### config.mk
export PLATFORM = sky130hd
export DESIGN_NAME = sliding_window_statistics
export DESIGN_NICKNAME = d
export VERILOG_FILES = /design/src/rtl/swstat_pkg.sv /design/src/rtl/sliding_window_statistics.sv /design/src/rtl/swstat_ctrl.sv /design/src/rtl/swstat_dp.sv
export SDC_FILE = /design/constraint.sdc
export NUM_CORES = 1
export LEC_CHECK = 0
export ABC_CLOCK_PERIOD_IN_PS = 13300
export BUFFER_PORTS_ARGS = -buffer_cell sky130_fd_sc_hd__buf_2
export CAP_MARGIN = 20
export CORE_MARGIN = 1.5
export CORE_UTILIZATION = 40
export CTS_CLUSTER_DIAMETER = 150
export DETAILED_ROUTE_END_ITERATION = 6
export PLACE_DENSITY = 0.57
export SLEW_MARGIN = 5
export SYNTH_ARGS = -nofsm -noshare
export SYNTH_HDL_FRONTEND = slang
export SYNTH_SLANG_ARGS = --single-unit
### constraint.sdc
create_clock -name clk -period 13.3 [get_ports clk]
set_input_delay 2.66 -clock clk [delete_from_list [all_inputs] [get_ports clk]]
set_output_delay 2.66 -clock clk [all_outputs]
set_load 0.01 [all_outputs]
### src/rtl/swstat_pkg.sv
// ----------------------------------------------------------------------------
// Sliding window statistics package
// Shared constants, field widths and controller/datapath interface types.
// ----------------------------------------------------------------------------
package swstat_pkg;

  localparam int WINDOW_DEF = 10;

  localparam int SAMPLE_W = 8;
  localparam int FILL_W   = 4;
  localparam int VAR_W    = 23;
  localparam int SIG_W    = 16;
  localparam int TREND_W  = 2;

  localparam int IN_DATA_W  = 8;
  localparam int OUT_DATA_W = 80;

  localparam logic [TREND_W-1:0] TREND_UP   = 2'b01;
  localparam logic [TREND_W-1:0] TREND_FLAT = 2'b00;
  localparam logic [TREND_W-1:0] TREND_DOWN = 2'b11;

  typedef struct packed {
    logic load;
    logic scan_step;
    logic mul1;
    logic mul2;
    logic div_mean_start;
    logic div_var_start;
    logic div_step;
    logic mean_latch;
    logic sqrt_start;
    logic sqrt_step;
    logic out_load;
  } cmd_t;

  typedef struct packed {
    logic scan_last;
    logic few_samples;
  } sts_t;

endpackage

### src/rtl/sliding_window_statistics.sv
// Each result passes through the window scan of up to 10 samples (the default window), the
// shared one-bit-per-cycle divider and the square root.
// Flow: the next sample is taken while a result waits, but a finished result holds the
// input closed until the previous one has left.
// A lone first sample skips the variance divide and the square root.
// Reset (rst_n, synchronous, active low) empties the window and clears the handshake state.
// ----------------------------------------------------------------------------
// Sliding window statistics
// Minimum, maximum, spread, mean, variance, deviation and trend over recent samples.
// ----------------------------------------------------------------------------
module sliding_window_statistics #(
  parameter int WINDOW = swstat_pkg::WINDOW_DEF
) (
  input  logic                                clk,
  input  logic                                rst_n,
  input  logic                                in_tvalid,
  output logic                                in_tready,
  input  logic [swstat_pkg::IN_DATA_W-1:0]    in_tdata,  // sample[7:0]
  output logic                                out_tvalid,
  input  logic                                out_tready,
  // fill_count[3:0], min_sample[11:4], max_sample[19:12], spread[27:20], mean[35:28],
  // variance_q8[58:36], sigma_q8[74:59], trend[76:75], zero[79:77]
  output logic [swstat_pkg::OUT_DATA_W-1:0]   out_tdata
);

  swstat_pkg::cmd_t cmd;
  swstat_pkg::sts_t sts;
  logic [$clog2(WINDOW)-1:0] scan_idx;

  logic [swstat_pkg::FILL_W-1:0]   fill_count;
  logic [swstat_pkg::SAMPLE_W-1:0] min_sample, max_sample, spread, mean;
  logic [swstat_pkg::VAR_W-1:0]    variance_q8;
  logic [swstat_pkg::SIG_W-1:0]    sigma_q8;
  logic [swstat_pkg::TREND_W-1:0]  trend;

  swstat_ctrl #(.WINDOW(WINDOW)) u_ctrl (
    .clk       (clk),
    .rst_n     (rst_n),
    .in_valid  (in_tvalid),
    .in_ready  (in_tready),
    .out_valid (out_tvalid),
    .out_ready (out_tready),
    .sts       (sts),
    .cmd       (cmd),
    .scan_idx  (scan_idx)
  );

  swstat_dp #(.WINDOW(WINDOW)) u_dp (
    .clk         (clk),
    .rst_n       (rst_n),
    .cmd         (cmd),
    .scan_idx    (scan_idx),
    .sample      (in_tdata[7:0]),
    .sts         (sts),
    .fill_count  (fill_count),
    .min_sample  (min_sample),
    .max_sample  (max_sample),
    .spread      (spread),
    .mean        (mean),
    .variance_q8 (variance_q8),
    .sigma_q8    (sigma_q8),
    .trend       (trend)
  );

  assign out_tdata = {3'b000, trend, sigma_q8, variance_q8, mean, spread,
                      max_sample, min_sample, fill_count};

endmodule

### src/rtl/swstat_ctrl.sv
// ----------------------------------------------------------------------------
// Sliding window statistics controller
// Sequences the scan, the multiplies, the shared divider and the square root.
// ----------------------------------------------------------------------------
module swstat_ctrl #(
  parameter int WINDOW = swstat_pkg::WINDOW_DEF
) (
  input  logic                clk,
  input  logic                rst_n,
  input  logic                in_valid,
  output logic                in_ready,
  output logic                out_valid,
  input  logic                out_ready,
  input  swstat_pkg::sts_t    sts,
  output swstat_pkg::cmd_t    cmd,
  output logic [$clog2(WINDOW)-1:0] scan_idx
);

  localparam int CW  = $clog2(WINDOW + 1);
  localparam int SW  = 8 + CW;
  localparam int NW  = 16 + 2 * CW;
  localparam int DVW = NW + 16;
  localparam int SQW = DVW + (DVW % 2);
  localparam int RTW = SQW / 2;
  localparam int STW = $clog2(DVW + 1);
  localparam int IW  = $clog2(WINDOW);

  localparam logic [2:0] ST_IDLE = 3'd0;
  localparam logic [2:0] ST_SCAN = 3'd1;
  localparam logic [2:0] ST_MUL1 = 3'd2;
  localparam logic [2:0] ST_MUL2 = 3'd3;
  localparam logic [2:0] ST_MDIV = 3'd4;
  localparam logic [2:0] ST_MLAT = 3'd5;
  localparam logic [2:0] ST_VDIV = 3'd6;
  localparam logic [2:0] ST_SQRT = 3'd7;

  logic [2:0]     state_r, state_nxt;
  logic [STW-1:0] cnt_r, cnt_nxt;
  logic           out_valid_r, out_valid_nxt;
  logic           sq_pend_r, sq_pend_nxt;
  logic           done_pend_r, done_pend_nxt;

  assign in_ready  = (state_r == ST_IDLE) && !done_pend_r;
  assign out_valid = out_valid_r;
  assign scan_idx  = cnt_r[IW-1:0];

  always_comb begin
    state_nxt     = state_r;
    cnt_nxt       = cnt_r;
    sq_pend_nxt   = sq_pend_r;
    done_pend_nxt = done_pend_r;
    out_valid_nxt = out_valid_r && !out_ready;
    cmd           = '0;
    unique case (state_r)
      ST_IDLE: begin
        if (done_pend_r) begin
          if (!out_valid_r || out_ready) begin
            cmd.out_load  = 1'b1;
            out_valid_nxt = 1'b1;
            done_pend_nxt = 1'b0;
          end
        end else if (in_valid) begin
          cmd.load  = 1'b1;
          cnt_nxt   = '0;
          state_nxt = ST_SCAN;
        end
      end
      ST_SCAN: begin
        cmd.scan_step = 1'b1;
        cnt_nxt       = cnt_r + 1'b1;
        if (sts.scan_last) begin
          state_nxt = ST_MUL1;
        end
      end
      ST_MUL1: begin
        cmd.mul1  = 1'b1;
        state_nxt = ST_MUL2;
      end
      ST_MUL2: begin
        cmd.mul2           = 1'b1;
        cmd.div_mean_start = 1'b1;
        cnt_nxt            = '0;
        state_nxt          = ST_MDIV;
      end
      ST_MDIV: begin
        cmd.div_step = 1'b1;
        cnt_nxt      = cnt_r + 1'b1;
        if (cnt_r == STW'(SW - 1)) begin
          state_nxt = ST_MLAT;
        end
      end
      ST_MLAT: begin
        cmd.mean_latch = 1'b1;
        cnt_nxt        = '0;
        if (sts.few_samples) begin
          done_pend_nxt = 1'b1;
          state_nxt     = ST_IDLE;
        end else begin
          cmd.div_var_start = 1'b1;
          state_nxt         = ST_VDIV;
        end
      end
      ST_VDIV: begin
        cmd.div_step = 1'b1;
        cnt_nxt      = cnt_r + 1'b1;
        if (cnt_r == STW'(DVW - 1)) begin
          cnt_nxt     = '0;
          sq_pend_nxt = 1'b1;
          state_nxt   = ST_SQRT;
        end
      end
      ST_SQRT: begin
        if (sq_pend_r) begin
          cmd.sqrt_start = 1'b1;
          sq_pend_nxt    = 1'b0;
        end else begin
          cmd.sqrt_step = 1'b1;
          cnt_nxt       = cnt_r + 1'b1;
          if (cnt_r == STW'(RTW - 1)) begin
            done_pend_nxt = 1'b1;
            state_nxt     = ST_IDLE;
          end
        end
      end
      default: begin
        state_nxt = ST_IDLE;
      end
    endcase
  end

  always_ff @(posedge clk) begin
    if (!rst_n) begin
      state_r     <= ST_IDLE;
      cnt_r       <= '0;
      out_valid_r <= 1'b0;
      sq_pend_r   <= 1'b0;
      done_pend_r <= 1'b0;
    end else begin
      state_r     <= state_nxt;
      cnt_r       <= cnt_nxt;
      out_valid_r <= out_valid_nxt;
      sq_pend_r   <= sq_pend_nxt;
      done_pend_r <= done_pend_nxt;
    end
  end

endmodule

### src/rtl/swstat_dp.sv
// ----------------------------------------------------------------------------
// Sliding window statistics datapath
// Sample window, scan accumulators, shared restoring divider and square root.
// ----------------------------------------------------------------------------
module swstat_dp #(
  parameter int WINDOW = swstat_pkg::WINDOW_DEF
) (
  input  logic                                   clk,
  input  logic                                   rst_n,
  input  swstat_pkg::cmd_t                       cmd,
  input  logic [$clog2(WINDOW)-1:0]              scan_idx,
  input  logic [swstat_pkg::SAMPLE_W-1:0]        sample,
  output swstat_pkg::sts_t                       sts,
  output logic [swstat_pkg::FILL_W-1:0]          fill_count,
  output logic [swstat_pkg::SAMPLE_W-1:0]        min_sample,
  output logic [swstat_pkg::SAMPLE_W-1:0]        max_sample,
  output logic [swstat_pkg::SAMPLE_W-1:0]        spread,
  output logic [swstat_pkg::SAMPLE_W-1:0]        mean,
  output logic [swstat_pkg::VAR_W-1:0]           variance_q8,
  output logic [swstat_pkg::SIG_W-1:0]           sigma_q8,
  output logic [swstat_pkg::TREND_W-1:0]         trend
);

  localparam int CW  = $clog2(WINDOW + 1);
  localparam int IW  = $clog2(WINDOW);
  localparam int SW  = 8 + CW;
  localparam int QW  = 16 + CW;
  localparam int NW  = 16 + 2 * CW;
  localparam int DW  = 2 * CW;
  localparam int DVW = NW + 16;
  localparam int SQW = DVW + (DVW % 2);
  localparam int RTW = SQW / 2;
  localparam int RW  = RTW + 2;
  localparam int VQW = DVW - 8;

  logic [7:0]     win_r [WINDOW];
  logic [CW-1:0]  count_r;
  logic [7:0]     newest_r, prev_r;
  logic [7:0]     mn_r, mx_r;
  logic [SW-1:0]  sum_r;
  logic [QW-1:0]  sumsq_r;
  logic [NW-1:0]  p1_r, p2_r;
  logic [DW-1:0]  den_r;
  logic [DVW-1:0] dvd_r, quo_r;
  logic [DW-1:0]  rem_r;
  logic [7:0]     mean_r;
  logic [SQW-1:0] sqv_r;
  logic [RTW-1:0] root_r;
  logic [RW-1:0]  srem_r;

  logic [7:0]     scan_v;
  logic [DW:0]    div_t;
  logic [RW-1:0]  sq_t, sq_trial;
  logic [NW-1:0]  num;
  logic [VQW-1:0] var_full;

  assign scan_v          = win_r[scan_idx];
  assign sts.scan_last   = (CW'(scan_idx) == (count_r - 1'b1));
  assign sts.few_samples = (count_r < CW'(2));
  assign div_t           = {rem_r, dvd_r[DVW-1]};
  assign sq_t            = {srem_r[RW-3:0], sqv_r[SQW-1:SQW-2]};
  assign sq_trial        = {root_r, 2'b01};
  assign num             = p1_r - p2_r;
  assign var_full        = quo_r[DVW-1:8];

  always_ff @(posedge clk) begin
    if (!rst_n) begin
      count_r <= '0;
    end else if (cmd.load && (count_r != CW'(WINDOW))) begin
      count_r <= count_r + 1'b1;
    end
  end

  always_ff @(posedge clk) begin
    if (cmd.load) begin
      if (count_r == CW'(WINDOW)) begin
        for (int i = 0; i < WINDOW - 1; i++) begin
          win_r[i] <= win_r[i+1];
        end
        win_r[WINDOW-1] <= sample;
      end else begin
        win_r[count_r[IW-1:0]] <= sample;
      end
      prev_r   <= newest_r;
      newest_r <= sample;
      mn_r     <= 8'hFF;
      mx_r     <= 8'h00;
      sum_r    <= '0;
      sumsq_r  <= '0;
    end
    if (cmd.scan_step) begin
      if (scan_v < mn_r) begin
        mn_r <= scan_v;
      end
      if (scan_v > mx_r) begin
        mx_r <= scan_v;
      end
      sum_r   <= sum_r + SW'(scan_v);
      sumsq_r <= sumsq_r + QW'(16'(scan_v * scan_v));
    end
    if (cmd.mul1) begin
      p1_r <= NW'(count_r * sumsq_r);
    end
    if (cmd.mul2) begin
      p2_r <= NW'(sum_r * sum_r);
    end
    if (cmd.div_mean_start) begin
      dvd_r <= {sum_r, {(DVW-SW){1'b0}}};
      rem_r <= '0;
      quo_r <= '0;
      den_r <= DW'(count_r);
    end
    if (cmd.div_var_start) begin
      dvd_r <= {num, 16'h0000};
      rem_r <= '0;
      quo_r <= '0;
      den_r <= DW'(count_r * (count_r - 1'b1));
    end
    if (cmd.div_step) begin
      dvd_r <= {dvd_r[DVW-2:0], 1'b0};
      if (div_t >= {1'b0, den_r}) begin
        rem_r <= DW'(div_t - {1'b0, den_r});
        quo_r <= {quo_r[DVW-2:0], 1'b1};
      end else begin
        rem_r <= div_t[DW-1:0];
        quo_r <= {quo_r[DVW-2:0], 1'b0};
      end
    end
    if (cmd.mean_latch) begin
      mean_r <= quo_r[7:0];
      if (!cmd.div_var_start) begin
        den_r <= '0;
      end
    end
    if (cmd.sqrt_start) begin
      sqv_r  <= SQW'(quo_r);
      root_r <= '0;
      srem_r <= '0;
    end
    if (cmd.sqrt_step) begin
      sqv_r <= {sqv_r[SQW-3:0], 2'b00};
      if (sq_t >= sq_trial) begin
        srem_r <= sq_t - sq_trial;
        root_r <= {root_r[RTW-2:0], 1'b1};
      end else begin
        srem_r <= sq_t;
        root_r <= {root_r[RTW-2:0], 1'b0};
      end
    end
    if (cmd.out_load) begin
      fill_count <= swstat_pkg::FILL_W'(count_r);
      min_sample <= mn_r;
      max_sample <= mx_r;
      spread     <= mx_r - mn_r;
      mean       <= mean_r;
      if (sts.few_samples) begin
        variance_q8 <= '0;
        sigma_q8    <= '0;
        trend       <= swstat_pkg::TREND_FLAT;
      end else begin
        if (var_full > VQW'(8388607)) begin
          variance_q8 <= 23'h7FFFFF;
        end else begin
          variance_q8 <= var_full[swstat_pkg::VAR_W-1:0];
        end
        if (root_r > RTW'(65535)) begin
          sigma_q8 <= 16'hFFFF;
        end else begin
          sigma_q8 <= root_r[swstat_pkg::SIG_W-1:0];
        end
        if (newest_r > prev_r) begin
          trend <= swstat_pkg::TREND_UP;
        end else if (newest_r < prev_r) begin
          trend <= swstat_pkg::TREND_DOWN;
        end else begin
          trend <= swstat_pkg::TREND_FLAT;
        end
      end
    end
  end

endmodule

### Yosys cells after proc, flatten, opt, wreduce, memory -nomap -nowiden

Memory sizes are Yosys's and may differ from the RTL's. A register that Yosys moved wholly into a read port is not among the register bits.
Index checks and enable logic that the tools add are counted.

* logic and storage cells: 190
* memory bits (writable): 80
* output and inout bits: 82
* memories: 1
* bits of input ports: 12
* bits in registers: 373

* mux-type cells: 89
* reductions and logical operators: 23
* multipliers: 4
* order comparisons: 9
* $add $sub $neg: 10
* equal/unequal tests: 21

Memory list
* u_dp.win_r: depth 10, width 8, rd ports 10, clocked after Yosys merged registers in 1, write ports 10, line swstat_dp.sv:36 `logic [7:0] win_r [WINDOW];`

Operators with widths (count)
* $mux W40: 8
* $mux W20: 7
* $mux W8: 15
* $mux W1: 33
* $gt A32 B23 Y1 const B: 1
* $pmux W6 S5: 1
* $mul A12 B12 Y24: 1
* $mul A4 B20 Y24: 1
* $mux W12: 2
* $mux W3: 8
* $mux W6: 4
* $pmux W3 S8: 1
* $sub A24 B24 Y24: 1
* $mux W23: 1
* $ge A22 B22 Y1: 1
* $add A20 B16 Y20: 1
* $gt A20 B16 Y1 const B: 1
* $sub A20 B20 Y20: 1
* $gt A8 B8 Y1: 2
* $lt A8 B8 Y1: 2
* $mul A8 B8 Y16: 1
* $mux W16: 1
* $sub A8 B8 Y8: 2
* $add A12 B8 Y12: 1
* other kinds (34): 59

### Logic depth before layout (Yosys ltp)

Gate-level depths: netlist (run 1).

* depth after elaboration: 7
* depth in mapped cells: 26
* depth with buffers taken out: 23

### Hierarchy

A second synthesis (run 1) with hierarchy kept.

* cell total of the unflattened synthesis: 2836
* area, all modules: 32518.7 µm²

By module, submodules not included
* swstat_dp: instances 1, seq. area each 14353.8 µm², cells each 2724, area an instance 31629.1 µm²
* swstat_ctrl: instances 1, seq. area each 240.2 µm², cells each 108, area an instance 863.3 µm²
* sliding_window_statistics: instances 1, seq. area each 0.0 µm², cells each 4, area an instance 26.3 µm²

### Least setup slack after synthesis (run 1)

No wires, ideal clock.

* path type: reg2reg
* start point: register u_ctrl.state_r[0]
* end point: register u_dp.dvd_r[16], enable pin
* data required time: 12696 ps
* path buffers: 2
* setup slack: 6756 ps
* period minus slack after synthesis: 6544 ps
* stages on the path, launching flop included: 5
* arrival time: 5940 ps
* cells stage by stage: dfxtp_1 -> buf_2 -> clkbuf_1 -> nand2_1 -> o21ai_0

* longest elaborated chain between the ends: 4

Ends and longest elaborated chain
* start, declared: line swstat_ctrl.sv:37 `logic [2:0] state_r, state_nxt;`
* start signal, assigned: line swstat_ctrl.sv:139 `state_r <= state_nxt;`
* $eq A3 B3 Y1: line swstat_ctrl.sv:54 `unique case (state_r)`
* $reduce_or A2 Y1 (no line)
* $mux W1: line swstat_ctrl.sv:54
* $reduce_bool A3 Y1 (no line) (*)
* end signal, assigned: line swstat_dp.sv:108 `dvd_r <= {sum_r, {(DVW-SW){1'b0}}};`
* end signal, assigned: line swstat_dp.sv:114 `dvd_r <= {num, 16'h0000};`
* end signal, assigned: line swstat_dp.sv:120 `dvd_r <= {dvd_r[DVW-2:0], 1'b0};`
* end, declared: line swstat_dp.sv:44 `logic [DVW-1:0] dvd_r, quo_r;`

Every way passes the cells marked *; elsewhere a longest branch is shown, timed or not.
A chain may end at the register's enable or synchronous reset.

==> results of run 1 <==
[stage by stage]
| step | worst slack (ns) | std cells | area [sq um] | hold WS, ns |
|---|---|---|---|---|
| CTS | 6.14 | 4083 | 36100 | 0.421 |
| global placement | 6.36 | 3982 | 34300 | 0.405 |
| detailed placement | 6.18 | 3983 | 34300 | 0.408 |
| floorplan | 6.76 | 2902 | 32700 | 0.400 |
| global route | 6.04 | 4085 | 36100 | 0.428 |
| finish | 6.44 | 4086 | 36100 | 0.422 |
[final timing paths]
kind | start | endpoint | cells past startpoint
min | u_dp.mean_r[4]$_DFFE_PN_ | u_dp.mean[4]$_DFFE_PP_ | 0
min reg2reg | u_dp.mean_r[4]$_DFFE_PN_ | u_dp.mean[4]$_DFFE_PP_ | 0
max | register | u_dp.sumsq_r[19]$_SDFFCE_PP0P_ | 22
max reg2reg | register | u_dp.sumsq_r[19]$_SDFFCE_PP0P_ | 22
[registers in the layout, indices dropped and copies added, names as in the netlist, 12 cells and up, named ones only]
name,count
u_dp.dvd_r,24
u_dp.p1_r,24
u_dp.p2_r,23
u_dp.quo_r,40
u_dp.root_r,20
u_dp.sigma_q8,16
u_dp.sqv_r,40
u_dp.srem_r,20
u_dp.sum_r,12
u_dp.sumsq_r,20
u_dp.variance_q8,23
u_dp.win_r,128
[worst register-to-register path, delay by kind of cell, from the launching register on]
kind,cells,cell delay (ns)
adders and majority gates,5,2.43
AOI/OAI and AO/OA,6,1.46
muxes,2,0.84
and+or+nand+nor,4,0.68
DFF,1,0.62
buffers and inverters,5,0.56
[cells in the mapped netlist, drive strengths merged (4+ instances only)]
master	n	share of area [%]
o21ai	82	1.4
nand3	33	0.57
nor3	46	0.73
a2bb2oi	8	0.21
xnor2	69	1.8
and3	13	0.25
mux2	83	2.9
nand2b	31	0.59
o41ai	6	0.22
o21bai	11	0.25
a21oi	120	1.9
ha	229	8.8
dfxtp	46	2.8
a31oi	15	0.29
a22oi	4	0.092
o21a	19	0.44
or2	4	0.077
a2111oi	6	0.18
o31ai	9	0.21
buf	33	0.68
inv	378	4.4
a211oi	17	0.41
xor2	52	1.4
nand2	212	2.5
nor2	304	3.5
o22ai	10	0.19
mux2i	67	2.1
fa	165	10
a21boi	8	0.18
a41oi	4	0.11
nor4	13	0.33
mux4	32	2.4
nand4	14	0.27
and2	106	2.0
nor2b	30	0.57
or3	10	0.19
clkbuf	66	0.76
a21o	39	0.90
edfxtp	458	42
[area by class of cell]
class	instances	share of cell area, %
clock buffers	68	4.00
inverters	381	3.98
diodes	1	0.00693
clock inverters	32	0.932
well taps	1060	3.67
multi-input cells	1918	44.8
flip-flops and latches	504	40.6
repair buffers	122	1.95
[layer usage]
metal	track usage [%]	share of wire (%)
met1	24.3	47
met2	27.7	46
met3	2.14	3.9
met4	5.08	2.5
met5	0	0
[cell families after synthesis]
| group | count (synthesis) | synth area share [%] |
|---|---|---|
| and+or+nand+nor | 823 | 11.8 |
| DFF | 504 | 44.9 |
| buffers and inverters | 480 | 5.83 |
| AOI/OAI and AO/OA | 395 | 8.10 |
| adders and majority gates | 394 | 18.9 |
| muxes | 182 | 7.30 |
| xor gates and xnor gates | 121 | 3.24 |
| other | 1 | 0.0115 |
==> flow_summary.json, run 1 <==
{
  "rows": 104,
  "slew_violations": 0,
  "antenna_found_initial": 2,
  "setup_violations": 0,
  "slowest_stage": "dfxtp_2",
  "final-seq-area_sq_um": 14700,
  "reg2reg_slack_ns": 6.44,
  "htree_levels": 2,
  "finalHoldViolCount": 0,
  "yosysWarnings": 0,
  "wire_per_inst_um": 17.3,
  "setup_tns_ns": 0,
  "run_status": "finished with violations",
  "period_minus_slack_ns": 6.86,
  "async_flop_share_pct": 0,
  "crit_top_cell": "fa_1",
  "die_area_sq_um": 83400,
  "multi_input_area_sq_um": 16200,
  "cts.path.max_buffers": 3,
  "fillers": 7532,
  "syn_to_final_growth_pct": 10.5,
  "worstMarginPinSlew_ns": 1.11,
  "cts_buffers": 54,
  "hold_path_class": "reg2reg",
  "clock-root-buffer": "clkbuf_16",
  "nNetsFinal": 3387,
  "seq_area_frac_synth_pct": 44.9,
  "worstSkewPairLatency_ns": 0.62,
  "die_x_um": 289,
  "remaining_drc_errors": 6,
  "mostFrequentLayoutCell": "edfxtp_1",
  "hpwl_um": 50500,
  "vias_per_cell": 5.19,
  "cp_num_buf_inv": 5,
  "cts_setup_buffers": 0,
  "dr_total_vias": 21200,
  "fp.coreArea_sq_um": 80700,
  "clk_pin_slew_ns": 0.06,
  "critical_path_arrival_ns": 7.21,
  "finalWirelength_um": 70500,
  "drtIter0Drc": 1556,
  "avgSynthCellArea_sq_um": 11.3,
  "fin_util_pct": 44.8,
  "postCtsHoldBufs": 0,
  "mostFrequentLayoutCells": "edfxtp_1 (458), inv_1 (369), nor2_1 (301)",
  "ctsResizeCount": 0,
  "drv_cap": 0,
  "grt_pass1_vias": 21800,
  "critical_path_required_ns": 13.65,
  "grt_max_degree": 74,
  "fin_crit_sh_pct": 51.5,
  "path_cells": "buf_12, mux4_2, mux2_2, o21ai_4, inv_4, nand2_2, inv_2, fa_1, fa_1, fa_1, inv_1, fa_1, inv_1, ha_1, and3_1, a221oi_2, a21oi_1, a41oi_1, a21oi_1, nor3_1, or3_1, a21oi_1",
  "cts_tree": "done",
  "syn_inst": 2900,
  "grt_pass1_wl_um": 116000,
  "grt_overflow": 0,
  "path_max_fanout": 19,
  "ys_types": 93,
  "netlist_area_sq_um": 32700,
  "drive_above_1_share_pct": 11.9,
  "finalClockSkew_ns": 0.0301,
  "synth-edff-count": 458,
  "max_freq_ghz": 0.146,
  "violations": "design-rule violations",
  "ios": 94,
  "cp_top_family": "adder cells",
  "endpoint_kind": "register",
  "drtAntennaViolNets": 0,
  "grt_use_total_pct": 17.2,
  "timing.slew.headroom_pct": 26.1,
  "numPortBuffers": 90,
  "ys.flop_type": "edfxtp_1",
  "critPathMaxStageDelay_ns": 0.62,
  "grt_setup_unrepaired": "false",
  "die_h_um": 289,
  "crit_type": "reg2reg",
  "cts.sinks": 504,
  "synth-seq-cells": 504,
  "cp-start-kind": "register",
  "gp_congestion": 0.835,
  "start_util_pct": 40.5,
  "first_pass_iters": 7
}
Power of run 1 is not shown: default switching activity piles up to over one toggle a cycle in this logic, so the estimate is an artifact.
==> run 2, diff against run 1 <==
--- a/config.mk
+++ b/config.mk
@@ -5,7 +5,7 @@
 export SDC_FILE = /design/constraint.sdc
 export NUM_CORES = 1
 export LEC_CHECK = 0
-export ABC_CLOCK_PERIOD_IN_PS = 13300
+export ABC_CLOCK_PERIOD_IN_PS = 6530
 export BUFFER_PORTS_ARGS = -buffer_cell sky130_fd_sc_hd__buf_2
 export CAP_MARGIN = 20
 export CORE_MARGIN = 1.5
==> constraint.sdc (replaced) <==
create_clock -name clk -period 6.53 [get_ports clk]
set_input_delay 1.306 -clock clk [delete_from_list [all_inputs] [get_ports clk]]
set_output_delay 1.306 -clock clk [all_outputs]
set_load 0.01 [all_outputs]
==> run 2 against run 1 <==
  * The run now ends clean
  * Critical endpoint unchanged
  * Global-route usage is 0.31 points higher
  * Fmax is 10% higher
  * Highest routed layer unchanged
  * Final area is 1.1% higher
==> flow_summary.json, run 2 (same netlist as run 1, synthesis figures left out) <==
{
  "grt_pass1_vias": 21800,
  "first_pass_iters": 7,
  "setup_tns_ns": 0,
  "htree_levels": 2,
  "drive_above_1_share_pct": 13.1,
  "reg2reg_slack_ns": 0.32,
  "reg_top3": "u_dp.win_r: 128 flops, u_dp.quo_r: 40 flops, u_dp.sqv_r: 40 flops",
  "dr_total_vias": 21300,
  "hold_path_class": "reg2reg",
  "period_minus_slack_ns": 6.21,
  "worstMarginPinSlew_ns": 1.09,
  "clock-root-buffer": "clkbuf_16",
  "syn_to_final_growth_pct": 11.7,
  "mostFrequentLayoutCells": "edfxtp_1 (458), inv_1 (368), nor2_1 (301)",
  "placed_cells": 4006,
  "r2r_cells": 22,
  "die_h_um": 289,
  "critical_path_required_ns": 6.88,
  "cts_tree": "done",
  "die_x_um": 289,
  "nNetsFinal": 3415,
  "finalWirelength_um": 72400,
  "drtIter0Drc": 1445,
  "numPortBuffers": 90,
  "run_status": "complete, no violations",
  "cts.sinks": 504,
  "path_max_fanout": 16,
  "cts_buffers": 55,
  "worst_r2r_endpoint": "u_dp.sumsq_r[19]$_SDFFCE_PP0P_",
  "endpoint_kind": "register",
  "vias_per_cell": 5.19,
  "setup_violations": 0,
  "start_util_pct": 40.5,
  "endpoint": "u_dp.sumsq_r[19]$_SDFFCE_PP0P_",
  "worstSkewPairLatency_ns": 0.63,
  "wire_per_inst_um": 17.6,
  "max_freq_ghz": 0.161,
  "clk_pin_slew_ns": 0.06,
  "hold-path-cell-count": 0,
  "rows": 104,
  "top_register": "u_dp.win_r",
  "cp-start-kind": "register",
  "grt_max_degree": 73,
  "finalClockSkew_ns": 0.0335,
  "crit_type": "reg2reg",
  "fp.coreArea_sq_um": 80700,
  "critical_path_arrival_ns": 6.55,
  "grt_pass1_wl_um": 117000,
  "die_area_sq_um": 83400,
  "largest_reg_flops": 128,
  "drtAntennaViolNets": 0,
  "mostFrequentLayoutCell": "edfxtp_1",
  "drv_cap": 0,
  "slew_violations": 0,
  "timing.slew.headroom_pct": 26.4,
  "fin_crit_sh_pct": 95.0,
  "finalHoldViolCount": 0,
  "grt_use_total_pct": 17.5,
  "fin_util_pct": 45.3,
  "gp_congestion": 0.844,
  "postCtsHoldBufs": 0,
  "grt_overflow": 0,
  "hpwl_um": 51800,
  "ios": 94,
  "cts.path.max_buffers": 3,
  "fillers": 7470,
  "remaining_drc_errors": 0,
  "final_cells": 4113,
  "antenna_found_initial": 0
}
-- run 2: cell types whose count changed in the layout (fill, tap and decap cells not counted), moves of 3 or more --
| cell | previous run | this run |
|---|---|---|
| clkinv_2 | 11 | 14 |
| bufinv_16 | 5 | 10 |
| buf_12 | 1 | 4 |
| buf_4 | 30 | 54 |
| nor3_2 | 7 | 2 |
| clkinvlp_4 | 2 | 10 |
| clkinv_1 | 13 | 7 |
| nor3_1 | 38 | 43 |
| clkbuf_1 | 11 | 4 |
-- run 2: how the worst min path moves through the flow --
stage	startpoint	end	slack, ns
global route	u_dp.mean_r[3]$_DFFE_PN_	u_dp.mean[3]$_DFFE_PP_	0.43
global placement	u_dp.mean_r[6]$_DFFE_PN_	u_dp.mean[6]$_DFFE_PP_	0.41
finish	u_dp.mean_r[4]$_DFFE_PN_	u_dp.mean[4]$_DFFE_PP_	0.42
floorplan	u_dp.mean_r[0]$_DFFE_PN_	u_dp.mean[0]$_DFFE_PP_	0.40
CTS	u_dp.mean_r[0]$_DFFE_PN_	u_dp.mean[0]$_DFFE_PP_	0.42
detailed placement	u_dp.mean_r[0]$_DFFE_PN_	u_dp.mean[0]$_DFFE_PP_	0.41
-- run 2: timing repair --
| item | 4_1_cts | 5_1_grt |
|---|---|---|
| endpoints found under the hold margin | 0 | 0 |
| gates resized for setup | 1 | 3 |
| pin swaps | 0 | 1 |
| buffers inserted | 0 | 5 |
| setup endpoints to repair | 1 | 5 |
-- run 2: metal layers --
metal	share of wire (%)	up-vias	wire (um)	GRT usage, %
met5	0	-	0	0.284
met4	2.8	0	2030	5.27
li1	-	10200	-	-
met3	4.6	107	3320	2.51
met2	47	422	34300	29.0
met1	45	10600	32800	23.7
-- run 2: area by class of cell --
type / count / area, sq um / share of cell area, %
Sequential cell: 504 / 14700 / 40.2
Inverter: 381 / 1440 / 3.94
Timing Repair Buffer: 149 / 943 / 2.58
Clock inverter: 40 / 520 / 1.43
Antenna cell: 1 / 2.50 / 0.00685
Tap cell: 1060 / 1330 / 3.63
Multi-Input combinational cell: 1918 / 16200 / 44.4
Clock buffer: 60 / 1410 / 3.85
-- run 2: stage by stage --
| step | cell area, sq um | setup WS, ns | hold slack [ns] |
|---|---|---|---|
| floorplan | 32700 | 0.613 | 0.400 |
| detailed placement | 34500 | -0.0381 | 0.410 |
| global placement | 34500 | 0.0402 | 0.408 |
| finish | 36500 | 0.325 | 0.423 |
| CTS | 36400 | 0.189 | 0.425 |
| global route | 36500 | -0.00339 | 0.430 |
-- run 2: critical path, cell delays in order (launching register included) --
cell and delay, ns:
dfxtp_2 0.38, buf_12 0.19, mux4_1 0.57, mux2_2 0.31, o21ai_4 0.31, inv_2 0.07, nand2_2 0.10, inv_1 0.06
fa_1 0.39, fa_1 0.51, fa_1 0.56, inv_1 0.06, fa_1 0.52, inv_1 0.04, ha_1 0.34, and3_1 0.20
a221oi_2 0.31, a21oi_1 0.19, a41oi_2 0.28, a21oi_1 0.13, nor3_1 0.17, or3_1 0.13, a21oi_1 0.05
Power of run 2 is left out for the same reason.
